==> src/rtl/pacr_pkg.sv <==
// Shared types and constants for the polygon area / right corner block.
// No dependencies; imported by every module of the block.
package pacr_pkg;

  // Significant coordinate bits; bits above this in the input fields are ignored.
  localparam int COORD_BITS  = 16;
  localparam int FIELD_BITS  = 16;
  localparam int EDGE_BITS   = COORD_BITS + 1;
  localparam int EPROD_BITS  = 2 * EDGE_BITS;
  localparam int DOT_BITS    = EPROD_BITS + 1;
  localparam int PPROD_BITS  = 2 * COORD_BITS;
  localparam int CROSS_BITS  = PPROD_BITS + 2;
  localparam int SUM_BITS    = 50;
  localparam int AREA_BITS   = 49;
  localparam int COUNT_BITS  = 16;

  localparam logic [COUNT_BITS-1:0] COUNT_MAX    = '1;
  localparam logic [COUNT_BITS-1:0] MIN_VERTICES = COUNT_BITS'(3);
  localparam logic [COUNT_BITS-1:0] SECOND_VTX   = COUNT_BITS'(1);

  localparam int QUEUE_DEPTH = 2;
  localparam int QPTR_BITS   = (QUEUE_DEPTH > 1) ? $clog2(QUEUE_DEPTH) : 1;
  localparam int QCNT_BITS   = $clog2(QUEUE_DEPTH + 1);

  typedef enum logic [1:0] {
    STATUS_OK       = 2'd0,
    STATUS_SHORT    = 2'd1,
    STATUS_OVERFLOW = 2'd2
  } status_e;

  typedef struct packed {
    logic signed [FIELD_BITS-1:0] x_coord;
    logic signed [FIELD_BITS-1:0] y_coord;
    logic                         last_vertex;
  } in_item_t;

  typedef struct packed {
    logic [AREA_BITS-1:0]  double_area;
    logic [COUNT_BITS-1:0] vertex_count;
    logic                  right_corner;
    status_e               status;
  } out_item_t;

  typedef struct packed {
    logic signed [COORD_BITS-1:0] x;
    logic signed [COORD_BITS-1:0] y;
  } point_t;

  typedef struct packed {
    logic signed [EDGE_BITS-1:0] x;
    logic signed [EDGE_BITS-1:0] y;
  } edge_t;

  // first: opens a polygon; test: corner at previous vertex gets checked;
  // last: closes the polygon; close: wrap-around corners are checked.
  typedef struct packed {
    logic first;
    logic test;
    logic last;
    logic close;
  } work_flags_t;

  typedef struct packed {
    point_t                prev_pt;
    point_t                cur_pt;
    point_t                first_pt;
    edge_t                 cur_edge;
    edge_t                 prev_edge;
    edge_t                 first_edge;
    edge_t                 close_edge;
    work_flags_t           flags;
    logic [COUNT_BITS-1:0] count;
    status_e               status;
  } work_t;

endpackage

==> src/rtl/pacr_queue.sv <==
// Short FIFO of work entries between front and back end.
// Depends on pacr_pkg (work_t, QUEUE_DEPTH).
module pacr_queue (
  input  logic            clk_i,
  input  logic            rst_ni,
  input  logic            push_i,
  input  pacr_pkg::work_t data_i,
  output logic            full_o,
  input  logic            pop_i,
  output logic            valid_o,
  output pacr_pkg::work_t data_o
);
  import pacr_pkg::*;

  work_t                entry_q [QUEUE_DEPTH];
  logic [QPTR_BITS-1:0] wr_ptr_q, wr_ptr_d, rd_ptr_q, rd_ptr_d;
  logic [QCNT_BITS-1:0] fill_q, fill_d;
  logic                 do_pop;

  function automatic logic [QPTR_BITS-1:0] ptr_inc(input logic [QPTR_BITS-1:0] p);
    logic [QPTR_BITS-1:0] r;
    if (p == QPTR_BITS'(QUEUE_DEPTH - 1)) begin
      r = '0;
    end else begin
      r = p + QPTR_BITS'(1);
    end
    return r;
  endfunction

  always_comb begin
    do_pop   = pop_i && (fill_q != '0);
    wr_ptr_d = push_i ? ptr_inc(wr_ptr_q) : wr_ptr_q;
    rd_ptr_d = do_pop ? ptr_inc(rd_ptr_q) : rd_ptr_q;
    fill_d   = fill_q;
    if (push_i && !do_pop) begin
      fill_d = fill_q + QCNT_BITS'(1);
    end else if (!push_i && do_pop) begin
      fill_d = fill_q - QCNT_BITS'(1);
    end
  end

  always_ff @(posedge clk_i or negedge rst_ni) begin
    if (!rst_ni) begin
      wr_ptr_q <= '0;
      rd_ptr_q <= '0;
      fill_q   <= '0;
    end else begin
      wr_ptr_q <= wr_ptr_d;
      rd_ptr_q <= rd_ptr_d;
      fill_q   <= fill_d;
    end
  end

  always_ff @(posedge clk_i) begin
    if (push_i) begin
      entry_q[wr_ptr_q] <= data_i;
    end
  end

  assign full_o  = (fill_q == QCNT_BITS'(QUEUE_DEPTH));
  assign valid_o = (fill_q != '0);
  assign data_o  = entry_q[rd_ptr_q];

endmodule

==> config.mk <==
export PLATFORM = sky130hd
export DESIGN_NAME = pacr_queue
export DESIGN_NICKNAME = d
export VERILOG_FILES = /design/src/rtl/pacr_pkg.sv /design/src/rtl/pacr_queue.sv
export SDC_FILE = /design/constraint.sdc
export NUM_CORES = 1
export LEC_CHECK = 0
export BUFFER_PORTS_ARGS = -buffer_cell sky130_fd_sc_hd__buf_4
export CAP_MARGIN = 10
export CORE_MARGIN = 8
export CORE_UTILIZATION = 47
export CTS_CLUSTER_SIZE = 10
export DETAILED_ROUTE_END_ITERATION = 10
export PLACE_DENSITY = 0.8
export REMOVE_ABC_BUFFERS = 1
export SETUP_SLACK_MARGIN = 0.02
export SLEW_MARGIN = 20
export SYNTH_ARGS = -nofsm -noshare
export SYNTH_HDL_FRONTEND = slang
export SYNTH_SLANG_ARGS = --single-unit
==> constraint.sdc <==
create_clock -name clk_i -period 11.8 [get_ports clk_i]
set_input_delay 1.18 -clock clk_i [delete_from_list [all_inputs] [get_ports clk_i]]
set_output_delay 1.18 -clock clk_i [all_outputs]
set_load 0.02 [all_outputs]
# ---- Word-level counts from Yosys, hierarchy flattened
# Memory sizes are Yosys's and may differ from the RTL's.
# Index checks and enable logic that the tools add are counted.
dict set report op_classes {
  add_sub_neg 4
  eq_ne 1
  muxes 6
  reduce_logical 7
}
# operator n
set ops {}
lappend ops {{$mux 1} 4}
lappend ops {{$mux 2} 2}
lappend ops {{$reduce_bool 2->1} 2}
lappend ops {{$logic_and 1x1->1} 3}
lappend ops {{$add 1x1->1 const B} 2}
lappend ops {{$add 2x1->2 const B} 1}
lappend ops {{$eq 2x2->1 const B} 1}
lappend ops {{$logic_not 1->1} 2}
lappend ops {{$sub 2x1->2 const B} 1}
dict set report totals {
  reg_bits 4
  ram_bits 508
  output_inout_bits 256
  word_cells 22
  n_memories 1
}
# memory depth width rd rd_clocked_by_memory_dff wr line
set memory_table {}
lappend memory_table {entry_q 2 254 1 0 1 pacr_queue.sv:15} ;# work_t entry_q [QUEUE_DEPTH];

# ---- Longest topological paths before layout
dict set report logic_depth {
  word_depth 5
  ltp_mapped 6
  mapped_depth_nobuf 6
}

# ---- Least setup slack after synthesis
# OpenSTA, ideal clock, no wires.
dict set report synth_path {
  path_type {input port to flip-flop}
  startpoint {in push_i}
  endpoint {mem entry_q[0][0] in the netlist's numbering (enable)}
  arrival_ns 12.110
  t_required_ns 10.896
  path_slack_ns -1.214
  cell_stages 1
  n_path_buf 0
  cell_sequence {nor2b_1}
}
dict set report synth_via {
  elab_chain_len 2
}
# item line
set synth_rtl {}
lappend synth_rtl {{from (decl)} pacr_queue.sv:6} ;# input logic push_i,
lappend synth_rtl {{$mux 1} pacr_queue.sv:55} ;# if (push_i) begin
lappend synth_rtl {{$mux 1 (implied by the code)} pacr_queue.sv:56} ;# entry_q[wr_ptr_q] <= data_i;
lappend synth_rtl {{to (decl)} pacr_queue.sv:15}
# No other way between the ends.

==> qor.txt <==
max_cap viols: 0
WS Path Type: reg -> out
Power, Total: 6119 uW
insertion delay to the later sink of the worst-skew pair: 0.56 ns
Seq cells post-synth: 512
Setup Slack @ Placement: 7.499 ns
pwr/cell area: 250.6 nW/um^2
CTS Sinks: 512
register clock-pin slew on the reported worst setup and hold paths: 0.05 ns
drt pass-1 iters: 5
initial detailed-routing violation count: 634
Syn Std Cell Area: 18670 sq um
Avg Synthesized Cell Area: 23.16 sq um
fmax: 204.7 MHz
Worst Hold Class: in -> async
first-pass GRT wire length: 64050 um
final WL: 43820 um
Data arrival, critical path: 3.70 ns
fin nets: 1619
setup bufs post-CTS: 0
Async SR Flop Fraction: 0.007813
largest net degree at the start of global routing: 80
top-count cell post-synth: edfxtp_1
CTS Buf Count: 57
Area Overhead vs Synth: 30.78%
# port buffers: 513
cell accounting for the most synthesized area: edfxtp_1
RSZ-0062 raised after global routing: false
Final WS setup: 6.915 ns
Tcrit/Tclk final: 0.4140
Least-Margin Pin Slew: 1.074 ns
CP Launch Type: flip-flop
CTS tree: done
total congestion overflow: 0
Core Region: 39460 sq um
Initial Util: 0.4731
initial antenna violation count: 1
crit end category: primary output
root buffer cell: clkbuf_16
RD Place Congestion: 0.8528
Layout Skew: 0.008231 ns
R2R depth: 3
final setup vio count: 0
post-synth cell types: 13
DRC errors left: 0
via count: 9641
buffers from clock root to sink, at most: 3
net switching power: 1900 uW
die area: 46350 sq um
Routed Antenna Nets: 0
Max Transition Viols Final: 0
Critical Path Fanout Max: 70
# rows: 73
area share of the largest cell type after synthesis: 0.8172
H-Tree Depth: 2
Sw Ratio: 0.3106
vias in the first global route: 10684
Seq/Total Area, Yosys: 0.8226
vias per cell: 5.077
Clock power frac: 0.243
r2r startpoint: wr_ptr_q
Internal Power: 4218 uW
Pleak: 0.009104 uW
PostCTS Resize Cnt: 0
routed len/inst: 23.08 um
die height: 215.3 um
Final min period: 4.885 ns
Post-synth EDFFs: 508
Ports: 514
status: finished, final reports clean
Synth area leaders: edfxtp_1 82%, mux2_2 15%, clkbuf_8 1.4%
Synth Instances: 806
Die X: 215.3 um
gr usage total: 0.1808
Reg power frac: 0.413
synthesis warning total: 0
Critical Path RT: 10.62 ns
hold_buf cts: 0
Crit Reg-Reg Endpoint: entry_q[1][185]
ys flop type: edfxtp_1
Max VDD drop: 0.1790 mV
Logic pwr share: 0.344
DP HPWL: 30870 um
Post-synth top cells: 508 x edfxtp_1, 254 x mux2_2, 19 x clkbuf_8
max_slew headroom: 0.2843
r2r setup slk: 8.57 ns
layout cell share with drive strength beyond 1: 0.6111
final hold vios: 0
[cells in the final DEF (no fill, tap or decap)]
cell / count
and2_4: 1
buf_4: 523
bufinv_16: 1
clkbuf_1: 13
clkbuf_16: 57
clkinv_1: 1
dfrtp_1: 3
dfrtp_4: 1
diode_2: 1
edfxtp_1: 508
ha_1: 1
mux2_2: 254
nand2_1: 1
nor2_1: 1
nor2b_1: 1
nor2b_4: 1
or2_2: 1
xnor2_1: 2
xor2_1: 3
[state kept, by name, indices dropped and copies added (netlist names)]
register	count
fill_q	2
wr_ptr_q	1
entry_q	508
rd_ptr_q	1
[critical path: stages (launching register included)]
cell and delay [ns]:
dfrtp_4 0.82, buf_4 0.76, buf_4 0.79, mux2_2 0.44, buf_4 0.16
[stage by stage]
stage,utilization,instances,setup TNS (ns),hold WS [ns],area [sq um]
6_report,0.6187,1899,0,0.4001,24410
5_1_grt,0.6187,1899,0,0.3688,24410
4_1_cts,0.6186,1898,0,0.3542,24410
3_5_place_dp,0.5804,1826,0,0.4726,22900
3_3_place_gp,0.5804,1826,0,0.4723,22900
2_1_floorplan,-,778,-308.38,0.4474,18300
[cell families (layout without fill, tap and decap cells)]
family        Yosys count  count (layout)  share of synthesized area
simple gates            6               6                   0.001743
xor+xnor                5               5                   0.002346
mux                   254             254                     0.1532
buf+inv                28             595                    0.01944
flops                 512             512                     0.8226
other cells             0               1                          0
fa+ha+maj               1               1                  0.0006702
[power by group through the flow]
stage / sequential [uW] / combinational [uW] / clock [uW]
after floorplan: 2750 / 1240 / 0
after global placement: 2550 / 2100 / 0
after detailed placement: 2570 / 2120 / 0
after CTS: 2530 / 2140 / 1520
after global routing: 2560 / 2210 / 1580
final: 2530 / 2100 / 1490
[metal layers]
layer  wire length, um  track usage  up-vias
met2             22580       0.3112      449
met1             15690       0.1977     4781
met5                 0            0        -
li1                  -            -     4315
met3              3679      0.06250       96
met4              1872      0.08897        0
[area by class of cell]
cell class | instances | area (sq um)
Timing Repair Buffer | 523 | 3926
Clock inverter | 2 | 33.78
Fill cell | 2731 | 15050
Antenna cell | 1 | 2.502
Tap cell | 525 | 656.9
Clock buffer | 70 | 1475
Multi-Input combinational cell | 266 | 2959
Sequential cell | 512 | 15360
[worst max-delay path by stage]
stage                        start             to  slack [ns]  cells after the start
final                     rd_ptr_q    data_o[114]        6.92                      4
after global routing      rd_ptr_q    data_o[114]        6.72                      4
after CTS                 rd_ptr_q    data_o[114]        6.88                      4
after detailed placement  rd_ptr_q    data_o[114]        7.50                      4
after global placement    rd_ptr_q     data_o[19]        7.62                      4
after floorplan             push_i  entry_q[0][0]       -1.21                      1
No activity file was read; power rests on OpenSTA's default activity.
