===== src/rtl/pacr_pkg.sv =====
// Shared types and constants for the polygon area / right corner block.
// No dependencies; imported by every module of the block.
package pacr_pkg;

  // Significant coordinate bits; bits above this in the input fields are ignored.
  localparam int COORD_BITS  = 16;
  localparam int FIELD_BITS  = 16;
  localparam int EDGE_BITS   = COORD_BITS + 1;
  localparam int EPROD_BITS  = 2 * EDGE_BITS;
  localparam int DOT_BITS    = EPROD_BITS + 1;
  localparam int PPROD_BITS  = 2 * COORD_BITS;
  localparam int CROSS_BITS  = PPROD_BITS + 2;
  localparam int SUM_BITS    = 50;
  localparam int AREA_BITS   = 49;
  localparam int COUNT_BITS  = 16;

  localparam logic [COUNT_BITS-1:0] COUNT_MAX    = '1;
  localparam logic [COUNT_BITS-1:0] MIN_VERTICES = COUNT_BITS'(3);
  localparam logic [COUNT_BITS-1:0] SECOND_VTX   = COUNT_BITS'(1);

  localparam int QUEUE_DEPTH = 2;
  localparam int QPTR_BITS   = (QUEUE_DEPTH > 1) ? $clog2(QUEUE_DEPTH) : 1;
  localparam int QCNT_BITS   = $clog2(QUEUE_DEPTH + 1);

  typedef enum logic [1:0] {
    STATUS_OK       = 2'd0,
    STATUS_SHORT    = 2'd1,
    STATUS_OVERFLOW = 2'd2
  } status_e;

  typedef struct packed {
    logic signed [FIELD_BITS-1:0] x_coord;
    logic signed [FIELD_BITS-1:0] y_coord;
    logic                         last_vertex;
  } in_item_t;

  typedef struct packed {
    logic [AREA_BITS-1:0]  double_area;
    logic [COUNT_BITS-1:0] vertex_count;
    logic                  right_corner;
    status_e               status;
  } out_item_t;

  typedef struct packed {
    logic signed [COORD_BITS-1:0] x;
    logic signed [COORD_BITS-1:0] y;
  } point_t;

  typedef struct packed {
    logic signed [EDGE_BITS-1:0] x;
    logic signed [EDGE_BITS-1:0] y;
  } edge_t;

  // first: opens a polygon; test: corner at previous vertex gets checked;
  // last: closes the polygon; close: wrap-around corners are checked.
  typedef struct packed {
    logic first;
    logic test;
    logic last;
    logic close;
  } work_flags_t;

  typedef struct packed {
    point_t                prev_pt;
    point_t                cur_pt;
    point_t                first_pt;
    edge_t                 cur_edge;
    edge_t                 prev_edge;
    edge_t                 first_edge;
    edge_t                 close_edge;
    work_flags_t           flags;
    logic [COUNT_BITS-1:0] count;
    status_e               status;
  } work_t;

endpackage


===== src/rtl/pacr_front.sv =====
// Front end: accepts vertices, tracks polygon position, forms edge vectors.
// Depends on pacr_pkg; pushes one work entry per vertex into pacr_queue.
module pacr_front (
  input  logic              clk_i,
  input  logic              rst_ni,
  input  logic              in_valid_i,
  output logic              in_ready_o,
  input  pacr_pkg::in_item_t in_data_i,
  input  logic              q_full_i,
  output logic              q_push_o,
  output pacr_pkg::work_t   q_data_o
);
  import pacr_pkg::*;

  point_t                first_pt_q, prev_pt_q;
  edge_t                 first_edge_q, prev_edge_q;
  logic [COUNT_BITS-1:0] count_q, count_d;
  logic                  ovf_q, ovf_d;

  logic                  accept, is_first, is_second, at_max;
  point_t                cur_pt, first_eff;
  edge_t                 cur_edge, close_edge;
  logic [COUNT_BITS-1:0] count_next;
  logic                  ovf_next;
  work_t                 work;

  always_comb begin
    accept     = in_valid_i && !q_full_i;
    cur_pt.x   = in_data_i.x_coord[COORD_BITS-1:0];
    cur_pt.y   = in_data_i.y_coord[COORD_BITS-1:0];
    is_first   = (count_q == '0);
    is_second  = (count_q == SECOND_VTX);
    at_max     = (count_q == COUNT_MAX);
    first_eff  = is_first ? cur_pt : first_pt_q;

    cur_edge.x   = EDGE_BITS'(cur_pt.x) - EDGE_BITS'(prev_pt_q.x);
    cur_edge.y   = EDGE_BITS'(cur_pt.y) - EDGE_BITS'(prev_pt_q.y);
    close_edge.x = EDGE_BITS'(first_eff.x) - EDGE_BITS'(cur_pt.x);
    close_edge.y = EDGE_BITS'(first_eff.y) - EDGE_BITS'(cur_pt.y);

    count_next = at_max ? count_q : count_q + COUNT_BITS'(1);
    ovf_next   = (ovf_q && !is_first) || at_max;

    work.prev_pt     = prev_pt_q;
    work.cur_pt      = cur_pt;
    work.first_pt    = first_eff;
    work.cur_edge    = cur_edge;
    work.prev_edge   = prev_edge_q;
    work.first_edge  = first_edge_q;
    work.close_edge  = close_edge;
    work.flags.first = is_first;
    work.flags.test  = !is_first && !is_second;
    work.flags.last  = in_data_i.last_vertex;
    work.flags.close = (count_next >= MIN_VERTICES);
    work.count       = count_next;
    if (ovf_next) begin
      work.status = STATUS_OVERFLOW;
    end else if (count_next < MIN_VERTICES) begin
      work.status = STATUS_SHORT;
    end else begin
      work.status = STATUS_OK;
    end

    // the final vertex starts a fresh polygon
    count_d = in_data_i.last_vertex ? '0 : count_next;
    ovf_d   = in_data_i.last_vertex ? 1'b0 : ovf_next;
  end

  always_ff @(posedge clk_i or negedge rst_ni) begin
    if (!rst_ni) begin
      count_q <= '0;
      ovf_q   <= 1'b0;
    end else if (accept) begin
      count_q <= count_d;
      ovf_q   <= ovf_d;
    end
  end

  always_ff @(posedge clk_i) begin
    if (accept) begin
      first_pt_q <= first_eff;
      prev_pt_q  <= cur_pt;
      if (!is_first) begin
        prev_edge_q <= cur_edge;
      end
      if (is_second) begin
        first_edge_q <= cur_edge;
      end
    end
  end

  assign in_ready_o = !q_full_i;
  assign q_push_o   = accept;
  assign q_data_o   = work;

endmodule


===== config.mk =====
export PLATFORM = sky130hd
export DESIGN_NAME = pacr_front
export DESIGN_NICKNAME = d
export VERILOG_FILES = /design/src/rtl/pacr_pkg.sv /design/src/rtl/pacr_front.sv
export SDC_FILE = /design/constraint.sdc
export NUM_CORES = 1
export LEC_CHECK = 0
export BUFFER_PORTS_ARGS = -buffer_cell sky130_fd_sc_hd__buf_4
export CAP_MARGIN = 25
export CORE_MARGIN = 1
export CORE_UTILIZATION = 30
export CTS_CLUSTER_SIZE = 30
export DETAILED_ROUTE_END_ITERATION = 8
export GPL_ROUTABILITY_DRIVEN = 0
export PLACE_DENSITY = 0.63
export SYNTH_ARGS = -nofsm -noshare
export SYNTH_HDL_FRONTEND = slang
export SYNTH_SLANG_ARGS = --single-unit

===== constraint.sdc =====
create_clock -name clk_i -period 6.9 [get_ports clk_i]
set_input_delay 1.035 -clock clk_i [delete_from_list [all_inputs] [get_ports clk_i]]
set_output_delay 1.035 -clock clk_i [all_outputs]
set_load 0.05 [all_outputs]

**Word-level counts from Yosys, hierarchy flattened**

Index checks and enable logic that the tools add are counted.

- Bits of input ports: 37
- Output and inout bits: 256
- Logic and storage cells: 36
- Bits in registers: 149

- Eq/ne operators: 2
- Mux-type cells: 6
- Magnitude comparators: 2
- Add/subtract/negate cells: 5
- Reduce and logical (&&, ||, !) cells: 10
- Bitwise operators: 1

Operators with widths:

| operator | number |
|---|---|
| 16-bit by 16-bit subtractor with 17-bit output | 4 |
| 16-bit two-way mux | 2 |
| 32-bit two-way mux | 1 |
| 16-bit by 1-bit adder with 16-bit output, second input constant | 1 |
| 16-bit by 1-bit equality test with 1-bit output, second input constant | 1 |
| 16-bit equality test, second input constant | 1 |
| 16-bit by 2-bit greater-or-equal comparator with 1-bit output, second input constant | 1 |
| 16-bit logical NOT | 1 |
| 16-bit by 2-bit less-than comparator with 1-bit output, second input constant | 1 |
| 2-bit AND reduction | 2 |
| 1-bit logical AND | 3 |
| 1-bit logical NOT | 3 |
| 1-bit two-way mux | 2 |
| 2-bit two-way mux | 1 |
| 1-bit logical OR | 1 |
| 1-bit inverter | 1 |

**Longest topological paths before layout**

Gate-level depths: netlist of run 1.

- Depth after elaboration: 5
- Mapped depth: 17
- Mapped depth without buffers: 15

**Worst setup path after synthesis of run 1**

No wires, ideal clock.

- Kind: register to output
- Start: register count_q[3]
- End: output port q_data_o[48] (netlist name)
- Data required time: 5.865 ns
- Arrival time: 6.010 ns
- Setup slack: -0.145 ns
- Stages on the path, launching flop included: 15
- Path buffers: 3
- Path through: dfrtp_1 -> clkbuf_1 -> nor4_1 -> nand2_1 -> nor3_1 -> nand2_1 -> clkbuf_1 -> clkbuf_1 -> o21ai_0 -> ha_1 -> nor2b_1 -> o211ai_1 -> and3b_1 -> a211oi_1 -> o311ai_0

RTL lines:

| what | RTL line | text |
|---|---|---|
| from (decl) | pacr_front.sv:17 | `logic [COUNT_BITS-1:0] count_q, count_d;` |
| from (signal assigned) | pacr_front.sv:74 | `count_q <= count_d;` |
| to (decl) | pacr_front.sv:11 | `output pacr_pkg::work_t q_data_o` |

==> metrics.cfg, run 1 <==
[cells_and_area]
fin_nets=1262
drive_gt1_share_pct=29.5
antennaDiodeCount=0
instances_no_fill=1557
fin_util_pct=40.8
area_delta_synth_final_pct=32.7

[clocking]
cts_tree=done
cts_sinks=149
cts-htree-levels=4
cts_root_buffer=clkbuf_16
clk_pin_slew_worst_paths_ns=0.07
clock_latency_ns=0.44
cts_hold_buf=0
cts_buffers=17
clk_path_buf_depth=2

[global_route]
grt_util_all_layers_pct=16.4
grt_antenna_before_repair=0
grt_first_pass_wirelength_um=39700
grt_pass1_vias=7249
grt_overflow_total=0
grt_max_degree=46

[timing]
finalSetupTns_ns=0
setup_viol=0
slew_headroom_pct=39.2
fmax_ghz=0.162
worst_clock_skew_ns=0.0144
worst_pin_slew_ns=0.911
finalHoldViolCount=0
hold_ws_ns=0.458
period_minus_slack_ns=6.17
grt_setup_unrepaired=false
fin_crit_sh_pct=89.3
maxSlewViolCount=0

[power]
leakage_nw=5.42
powerDensity_mw_per_mm2=403
p_total_mw=4.90
vdd_drop_max_mv=0.393

[critical_path]
endpoint=q_data_o[54]
startpoint=count_q[3]
timing.rr.end=first_pt_q[17]
crit_type=reg2out
worstPathMaxFanout=37
worstPathArrival_ns=5.13
endpoint_kind=primary output
reg2reg_depth=6
required_ns=5.86
timing.rr.start=count_q[3]
ff2ff_setup_slack_ns=3.84
worstSetupStartpointType=flop

[die]
num_rows=63
die_width_um=177
initial_utilization_pct=30.7
die-area_mm2=0.0313
die_y_um=177
ios=293
design.core.area_mm2=0.0299

[synthesis]
postSynthAreaPerCell_um2=10.2
synth_cell_type_count=61
ys.flop_type=edfxtp_1
ys_seq_area_share_pct=47.8
synthCells=896
synthesis.area_mm2=0.00918
yosysWarnings=0
syn_nets=1004
synth_edf_count=132
async_flop_share_pct=11.4
synth-seq-cells=149

[placement]
dp_hpwl_um=19800
dpl.cell_count=1525
port-buffer-count=292

[drt]
drt_iter0_markers=446
vias=7708
ant_nets=0
drt_wl_total_um=25900
routed_via_density=4.95
drt-pass1-iter-count=5
post_drt_wl_per_cell_um=16.6
drc_errors=0

[job]
drv_cap=0

[worst_hold_path]
hold_path_class=in2async

[run_status]
status=complete, no violations

-- layer usage --
metal / share of wire (%) / up-vias / track usage (%)
met4: 1.7 / 0 / 5.17
met2: 47 / 236 / 27.2
met3: 6.1 / 30 / 4.17
met1: 45 / 3702 / 20.9
li1: - / 3740 / -
met5: 0 / - / 0
-- synth_stat cells (all sizes together) (14+ instances only) --
| cell | count | area (um^2) |
|---|---|---|
| edfxtp | 132 | 3960 |
| inv | 97 | 364 |
| o21ai | 74 | 370 |
| nand2 | 73 | 274 |
| ha | 67 | 838 |
| nor2 | 54 | 203 |
| a21oi | 45 | 225 |
| buf | 42 | 297 |
| xnor2 | 38 | 333 |
| nand3 | 21 | 110 |
| dfrtp | 17 | 425 |
| nor2b | 16 | 100 |
| nor3 | 15 | 75.1 |
| xor2 | 15 | 131 |
| clkbuf | 14 | 52.6 |
-- per-stage QoR --
| stage | setup WS (ns) | cell area, um^2 |
|---|---|---|
| 6_report | 0.735 | 12200 |
| 5_1_grt | 0.134 | 12200 |
| 2_1_floorplan | 0.0631 | 9180 |
| 4_1_cts | 0.532 | 12200 |
| 3_5_place_dp | 1.13 | 11600 |
| 3_3_place_gp | 1.31 | 11500 |
-- repair_timing --
action	in CTS	in global routing
setup buffers	0	0
gates resized for setup	0	1
endpoints found under the setup margin	0	1
-- sequential cells by signal, summed over array words and instances, names as in the netlist --
| register | cells |
|---|---|
| q_data_o | 100 |
| first_pt_q | 32 |
| count_q | 16 |
| ovf_q | 1 |
-- power breakdown --
part	internal, mW	switching [mW]	leakage (nW)
clock	0.579	0.412	0.293
sequential	1.10	0.0285	1.46
combinational	0.788	1.99	3.67
total	2.47	2.43	5.42
-- logic make-up after synthesis --
group / Yosys count / synth area share, %
AND/OR/NAND/NOR: 242 / 13.3
XOR/XNOR: 53 / 5.06
multiplexers: 6 / 0.668
AO/OA/AOI/OAI: 222 / 15.3
adder cells (fa/ha/maj): 71 / 10.0
flip-flops: 149 / 47.8
buffers and inverters: 153 / 7.77
-- worst min-delay path by stage --
stage                     cells after the start  slack [ns]  startpoint    endpoint
after floorplan                               2        0.49       ovf_q       ovf_q
after global placement                        2        0.50       ovf_q       ovf_q
after detailed placement                      2        0.53       ovf_q       ovf_q
after CTS                                     1        0.45      rst_ni  count_q[6]
after global routing                          1        0.45      rst_ni  count_q[6]
final                                         1        0.46      rst_ni  count_q[6]
-- critical path, stage by stage (launching register included) --
cell	delay, ns
dfrtp_1	0.52
nor4_1	0.32
nand2_1	0.08
nor3_1	0.40
nand2_2	0.50
buf_4	0.41
o21ai_0	0.53
ha_1	0.21
nor2b_1	0.16
o211ai_1	0.12
and3b_1	0.24
a2111oi_1	0.67
nor3_1	0.13
nand3b_1	0.19
buf_4	0.20
-- cell type report --
| type | count | area, um^2 |
|---|---|---|
| clock buffer | 17 | 425 |
| clock inverter | 15 | 194 |
| fill | 2883 | 17700 |
| inverter | 97 | 365 |
| multi-input combinational | 594 | 4090 |
| sequential | 149 | 4390 |
| tap | 390 | 488 |
| timing repair buffer | 295 | 2230 |
-- cells in the final DEF (no fill, tap or decap), drive strengths merged, types with 15 or more instances in the layout --
| master | synthesis | routed |
|---|---|---|
| buf | 42 | 295 |
| edfxtp | 132 | 132 |
| inv | 97 | 102 |
| o21ai | 74 | 74 |
| nand2 | 73 | 73 |
| ha | 67 | 67 |
| nor2 | 54 | 54 |
| a21oi | 45 | 45 |
| xnor2 | 38 | 38 |
| nand3 | 21 | 21 |
| clkbuf | 14 | 17 |
| dfrtp | 17 | 17 |
| nor2b | 16 | 16 |
| nor3 | 15 | 15 |
| xor2 | 15 | 15 |
No activity file was read; power rests on OpenSTA's default activity.
==> run 2, diff against run 1 <==
Settings changed: ABC_AREA set to 1, CORE_MARGIN 1 to 5.
==> run 2 against run 1 <==
Against the previous run: global-route usage is 0.31 points lower; area after synthesis is 1.2% lower; critical endpoint is now q_data_o[38]; cell area is 1.1% lower; worst hold slack better by 0.0076 ns; critical path type unchanged; largest power group unchanged.
==> metrics.cfg, run 2 <==
[run_status]
status=complete, no violations

[critical_path]
crit_buf_inv=5
crit_type=reg2out
worstPathCellList=inv_1 -> ha_1 -> nand3_1 -> nor2_1 -> nand2_2 -> buf_4 -> inv_1 -> or2_2 -> o21ai_0 -> ha_1 -> inv_1 -> fa_1 -> nand2_1 -> nand2_1 -> o21a_1 -> nand2_1 -> nand2_1 -> nand2_1 -> nand2_1 -> nand2_1 -> nand2_1 -> o21ai_0 -> buf_4
required_ns=5.86
max_stage_delay_ns=0.41
crit_family=simple AND/OR/NAND/NOR gates
reg2reg_depth=9
worstSetupStartpointType=flop
path_depth=23
endpoint_kind=primary output
crit_path_frequent_cell=nand2_1
worstPathArrival_ns=4.49
worstPathMaxFanout=32
cp_slowest_cell=dfrtp_1

[timing]
slew_headroom_pct=45.6
setup_viol=0
fmax_ghz=0.181
period_minus_slack_ns=5.52
fin_crit_sh_pct=80.0
maxSlewViolCount=0
grt_setup_unrepaired=false
worst_pin_slew_ns=0.817
finalSetupTns_ns=0
finalHoldViolCount=0
worst_clock_skew_ns=0.0166
hold_ws_ns=0.466

[clocking]
clk_path_buf_depth=2
cts_root_buffer=clkbuf_16
cts-htree-levels=4
cts_buffers=17
clock_latency_ns=0.43
postCtsSetupRepairBufs=0
cts_tree=done
cts_resized=0
clk_pin_slew_worst_paths_ns=0.07
cts_sinks=149
cts_hold_buf=0

[cells_and_area]
final_cell_mix=buf_4, nand2_1, inv_1, edfxtp_1, o21ai_0
antennaDiodeCount=0
area_delta_synth_final_pct=32.9
filler_cell_count=2899
fin_nets=1385
drive_gt1_share_pct=27.2
fin_util_pct=40.5
layout_commonest_cell=buf_4
largest_reg_flops=100

[drt]
drc_errors=0
drt_iter0_markers=506
ant_nets=0
post_drt_wl_per_cell_um=16.8
vias=7832
drt_wl_total_um=28200
routed_via_density=4.66
drt-pass1-iter-count=5

[global_route]
grt_pass1_vias=7729
grt_max_degree=58
grt_overflow_total=0
grt_first_pass_wirelength_um=42700
grt_antenna_before_repair=0
grt_util_all_layers_pct=16.1

[die]
die-area_mm2=0.0338
die_y_um=184
ios=293
initial_utilization_pct=30.5
design.core.area_mm2=0.0297
die_width_um=184
num_rows=63

[synthesis]
yosysMostFrequentCell=nand2_1
synthesis.area_mm2=0.00906
syn_nets=1113
yosysWarnings=0
synth_top_area_share_pct=43.7
postSynthAreaPerCell_um2=9.02
async_flop_share_pct=11.4
synth_area_leaders=edfxtp_1, ha_1, nand2_1, inv_1, dfrtp_1
synth-seq-cells=149
ys_seq_area_share_pct=48.4
yosys-top-cells-count=nand2_1, inv_1, edfxtp_1
synthCells=1005
synth_cell_type_count=34
synth.largest_area_cell=edfxtp_1
ys.flop_type=edfxtp_1
synth_edf_count=132

[power]
p_total_mw=5.31
vdd_drop_max_mv=0.400
powerDensity_mw_per_mm2=441
leakage_nw=5.76

[placement]
dp_hpwl_um=22300
port-buffer-count=292

[job]
drv_cap=0

[worst_hold_path]
hold_path_class=in2async

[run 2: changes by cell type after synthesis, sizes merged, moves of 13 or more]
cell	delta
xor2	+17
and3	-13
nand3	+22
a21oi	+22
xnor2	-22
inv	+65
nor2b	-16
nand2	+156
[run 2: power breakdown]
part	internal [mW]	leakage [nW]	switching [mW]
clock	0.468	0.255	0.412
combinational	0.876	4.04	2.41
sequential	1.12	1.46	0.0268
total	2.46	5.76	2.85
[run 2: routing by layer]
metal  wire length, um  track usage (%)
met2             14000             28.0
met1             12000             20.2
met5                 0                0
met3              1590             3.11
met4               656             5.41
[run 2: kinds of logic (layout without fill, tap and decap cells)]
| kind of cell | Yosys count | in the layout | synth area share [%] |
|---|---|---|---|
| flops | 149 | 149 | 48.4 |
| compound gates | 172 | 172 | 10.0 |
| buf+inv | 206 | 491 | 10.0 |
| fa+ha+maj | 71 | 71 | 10.1 |
| simple gates | 359 | 359 | 16.8 |
| xor+xnor | 48 | 48 | 4.64 |
[run 2: path summary, 6_finish.rpt]
path / slack (ns) / end / from
worst max-delay path: 1.38 / q_data_o[38] / count_q[0]
worst min-delay path: 0.47 / count_q[9] / rst_ni
worst max register to register: 3.93 / q_data_o[105] / count_q[0]
worst min register to register: 0.54 / ovf_q / ovf_q
max in group asynchronous: 6.23 / ovf_q / rst_ni
min in group clk_i: 0.54 / ovf_q / ovf_q
[run 2: per-stage QoR]
step	std cells	worst slack, ns	instance area [um^2]
2_1_floorplan	1005	1.32	9060
3_3_place_gp	1647	1.85	11500
3_5_place_dp	1647	1.78	11500
4_1_cts	1679	1.28	12000
5_1_grt	1680	0.910	12000
6_report	1680	1.38	12000
[run 2: cell type report]
cell class | instances | area, um^2 | area share, %
Clock buffer | 17 | 425 | 3.53
Timing Repair Buffer | 297 | 2230 | 18.5
Sequential cell | 149 | 4390 | 36.4
Inverter | 162 | 609 | 5.06
Multi-Input combinational cell | 650 | 3780 | 31.4
Clock inverter | 15 | 120 | 0.997
Tap cell | 390 | 488 | 4.05
[run 2: worst register-to-register path, cell delays in order, from the launching register on]
cell	delay, ns
dfrtp_1	0.41
inv_1	0.13
ha_1	0.22
nand3_1	0.08
nor2_1	0.05
nand2_2	0.40
buf_4	0.39
inv_1	0.24
nor2_4	0.16
buf_4	0.47
==> run 3, diff against run 2 <==
Settings changed: ABC_AREA 1 to 0, PLACE_DENSITY 0.63 to 0.65.
Clock period 6.9 ns to 4.65 ns, I/O delays scaled along.
==> run 3 against run 2 <==
Against the previous run: the run now ends with setup timing left; die area increased by 1.2%; power increased by 46%; flip-flop and latch count unchanged; combinational power rose by 41%; clock skew is 0.0044 ns lower; critical endpoint unchanged; largest cell class is now multi-input combinational cells.
==> metrics.cfg, run 3 (same netlist as run 1, synthesis figures left out) <==
[die]
die_y_um=185
die-area_mm2=0.0342
initial_utilization_pct=30.2
design.core.area_mm2=0.0304
ios=293
num_rows=64
die_width_um=185

[power]
seq_power_share_pct=21.6
p_sw_mw=3.80
pwr-share-comb_pct=59.9
powerDensity_mw_per_mm2=595
vdd_drop_max_mv=0.360
leakage_nw=5.73
sw_frac_of_total_pct=49.0
clockPowerShare_pct=18.5
intPower_mw=3.94

[run_status]
status=finished, violations left
failed_checks=setup timing

[drt]
ant_nets=0
drc_errors=0
vias=7924
drt_wl_total_um=27900
drt-pass1-iter-count=5
post_drt_wl_per_cell_um=17.4
routed_via_density=4.95
drt_iter0_markers=423

[critical_path]
worstSetupStartpointType=flop
crit_type=reg2out
worstPathArrival_ns=3.97
endpoint_kind=primary output
worstPathMaxFanout=6
required_ns=3.95

[global_route]
grt_first_pass_wirelength_um=42200
grt_max_degree=48
grt_pass1_vias=7727
grt_antenna_before_repair=0
grt_overflow_total=0
grt_util_all_layers_pct=15.7

[placement]
dp_hpwl_um=21300
port-buffer-count=292

[worst_hold_path]
hold_path_class=in2async

[cells_and_area]
filler_cell_count=2948
area_delta_synth_final_pct=41.7
layout_commonest_cell=buf_4
antennaDiodeCount=0
largest_reg_flops=100
fin_util_pct=42.7
final_cell_mix=buf_4, edfxtp_1, inv_1, nand2_1, ha_1
drive_gt1_share_pct=36.8
fin_nets=1301

[clocking]
cts-htree-levels=4
cts_buffers=17
cts_root_buffer=clkbuf_16
clock_latency_ns=0.43
clk_path_buf_depth=2
cts_tree=done
clk_pin_slew_worst_paths_ns=0.07
cts_sinks=149

[timing]
hold_ws_ns=0.130
fin_crit_sh_pct=100
fmax_ghz=0.214
setup_slack_ns=-0.0157
worst_pin_slew_ns=0.934
finalHoldViolCount=0
worst_clock_skew_ns=0.0122
grt_setup_unrepaired=true
slew_headroom_pct=37.7
maxSlewViolCount=0
setup_viol=1
period_minus_slack_ns=4.67

[job]
drv_cap=0

run 3: changes by cell type in the layout (fill, tap and decap cells not counted), sizes merged, moves of 8 or more:
cell    before  now
nand2      229   73
inv        167   99
buf        297  334
a21oi       67   45
nand3       43   21
xnor2       16   38
xor2        32   15
nor2b        0   16
and3         0   13
a211oi       2   13
o21ai       83   74
nor4         0    8
o31ai        4   12
run 3: metal layers:
| metal | global-route usage [%] | share of wire (%) |
|---|---|---|
| met5 | 0 | 0 |
| met1 | 19.7 | 42 |
| met3 | 3.87 | 6.7 |
| met4 | 5.61 | 2.7 |
| met2 | 26.5 | 48 |
run 3: metrics by stage:
stage | TNS (ns) | cell area, um^2 | power, mW | instances | setup slack, ns
final | -0.0157 | 13000 | 7.74 | 1602 | -0.0157
after global routing | -0.879 | 13000 | 8.12 | 1602 | -0.235
after CTS | -0.147 | 12900 | 7.71 | 1599 | -0.102
after detailed placement | 0 | 12000 | 6.04 | 1554 | 0.0632
after global placement | 0 | 11900 | 6.00 | 1553 | 0.0825
after floorplan | -0.256 | 9390 | 4.78 | 896 | -0.171
run 3: timing repair:
item                       4_1_cts  5_1_grt
gates cloned                     1        0
setup endpoints to repair       17       17
buffers inserted                13        3
hold endpoints to repair         0        0
gates resized for setup         35       21
hold buffers                     0        0
pin swaps                       21        8
run 3: layout make-up:
cell class / count / area (um^2) / share of cell area [%]
clock inverters: 15 / 178 / 1.37
flip-flops and latches: 149 / 4390 / 33.8
repair buffers: 334 / 2610 / 20.1
inverters: 97 / 365 / 2.81
clock buffers: 17 / 425 / 3.27
multi-input cells: 594 / 4540 / 34.9
well taps: 396 / 495 / 3.81
run 3: power by group through the flow:
stage | clock network, mW | registers, mW | logic (mW)
4_1_cts | 1.48 | 1.67 | 4.56
3_5_place_dp | 0 | 1.70 | 4.34
2_1_floorplan | 0 | 1.92 | 2.87
3_3_place_gp | 0 | 1.70 | 4.30
6_report | 1.44 | 1.67 | 4.64
5_1_grt | 1.53 | 1.68 | 4.90
run 3: critical path: stages, from the launching register on:
cell	delay (ns)
dfrtp_1	0.42
nor4_4	0.31
nand2_1	0.12
nor3_4	0.20
nand2_4	0.11
a21oi_2	0.13
ha_2	0.19
inv_2	0.04
fa_2	0.36
a21oi_2	0.16
nor2_1	0.06
a211o_1	0.29
a221o_1	0.39
o21a_1	0.25
o41ai_4	0.29
buf_6	0.21
run 3: final timing paths:
| kind | start | to | slack, ns | cells after the start |
|---|---|---|---|---|
| min in group clk_i | in_data_i[18] | q_data_o[239] | 0.48 | 1 |
| max in group asynchronous | rst_ni | count_q[15] | 4.31 | 1 |
| worst max register to register | q_data_o[238] | q_data_o[89] | 1.82 | 8 |
| worst max-delay path | count_q[13] | q_data_o[38] | -0.02 | 15 |
| worst min-delay path | rst_ni | count_q[4] | 0.13 | 1 |
| worst min register to register | first_pt_q[22] | first_pt_q[22] | 0.56 | 2 |
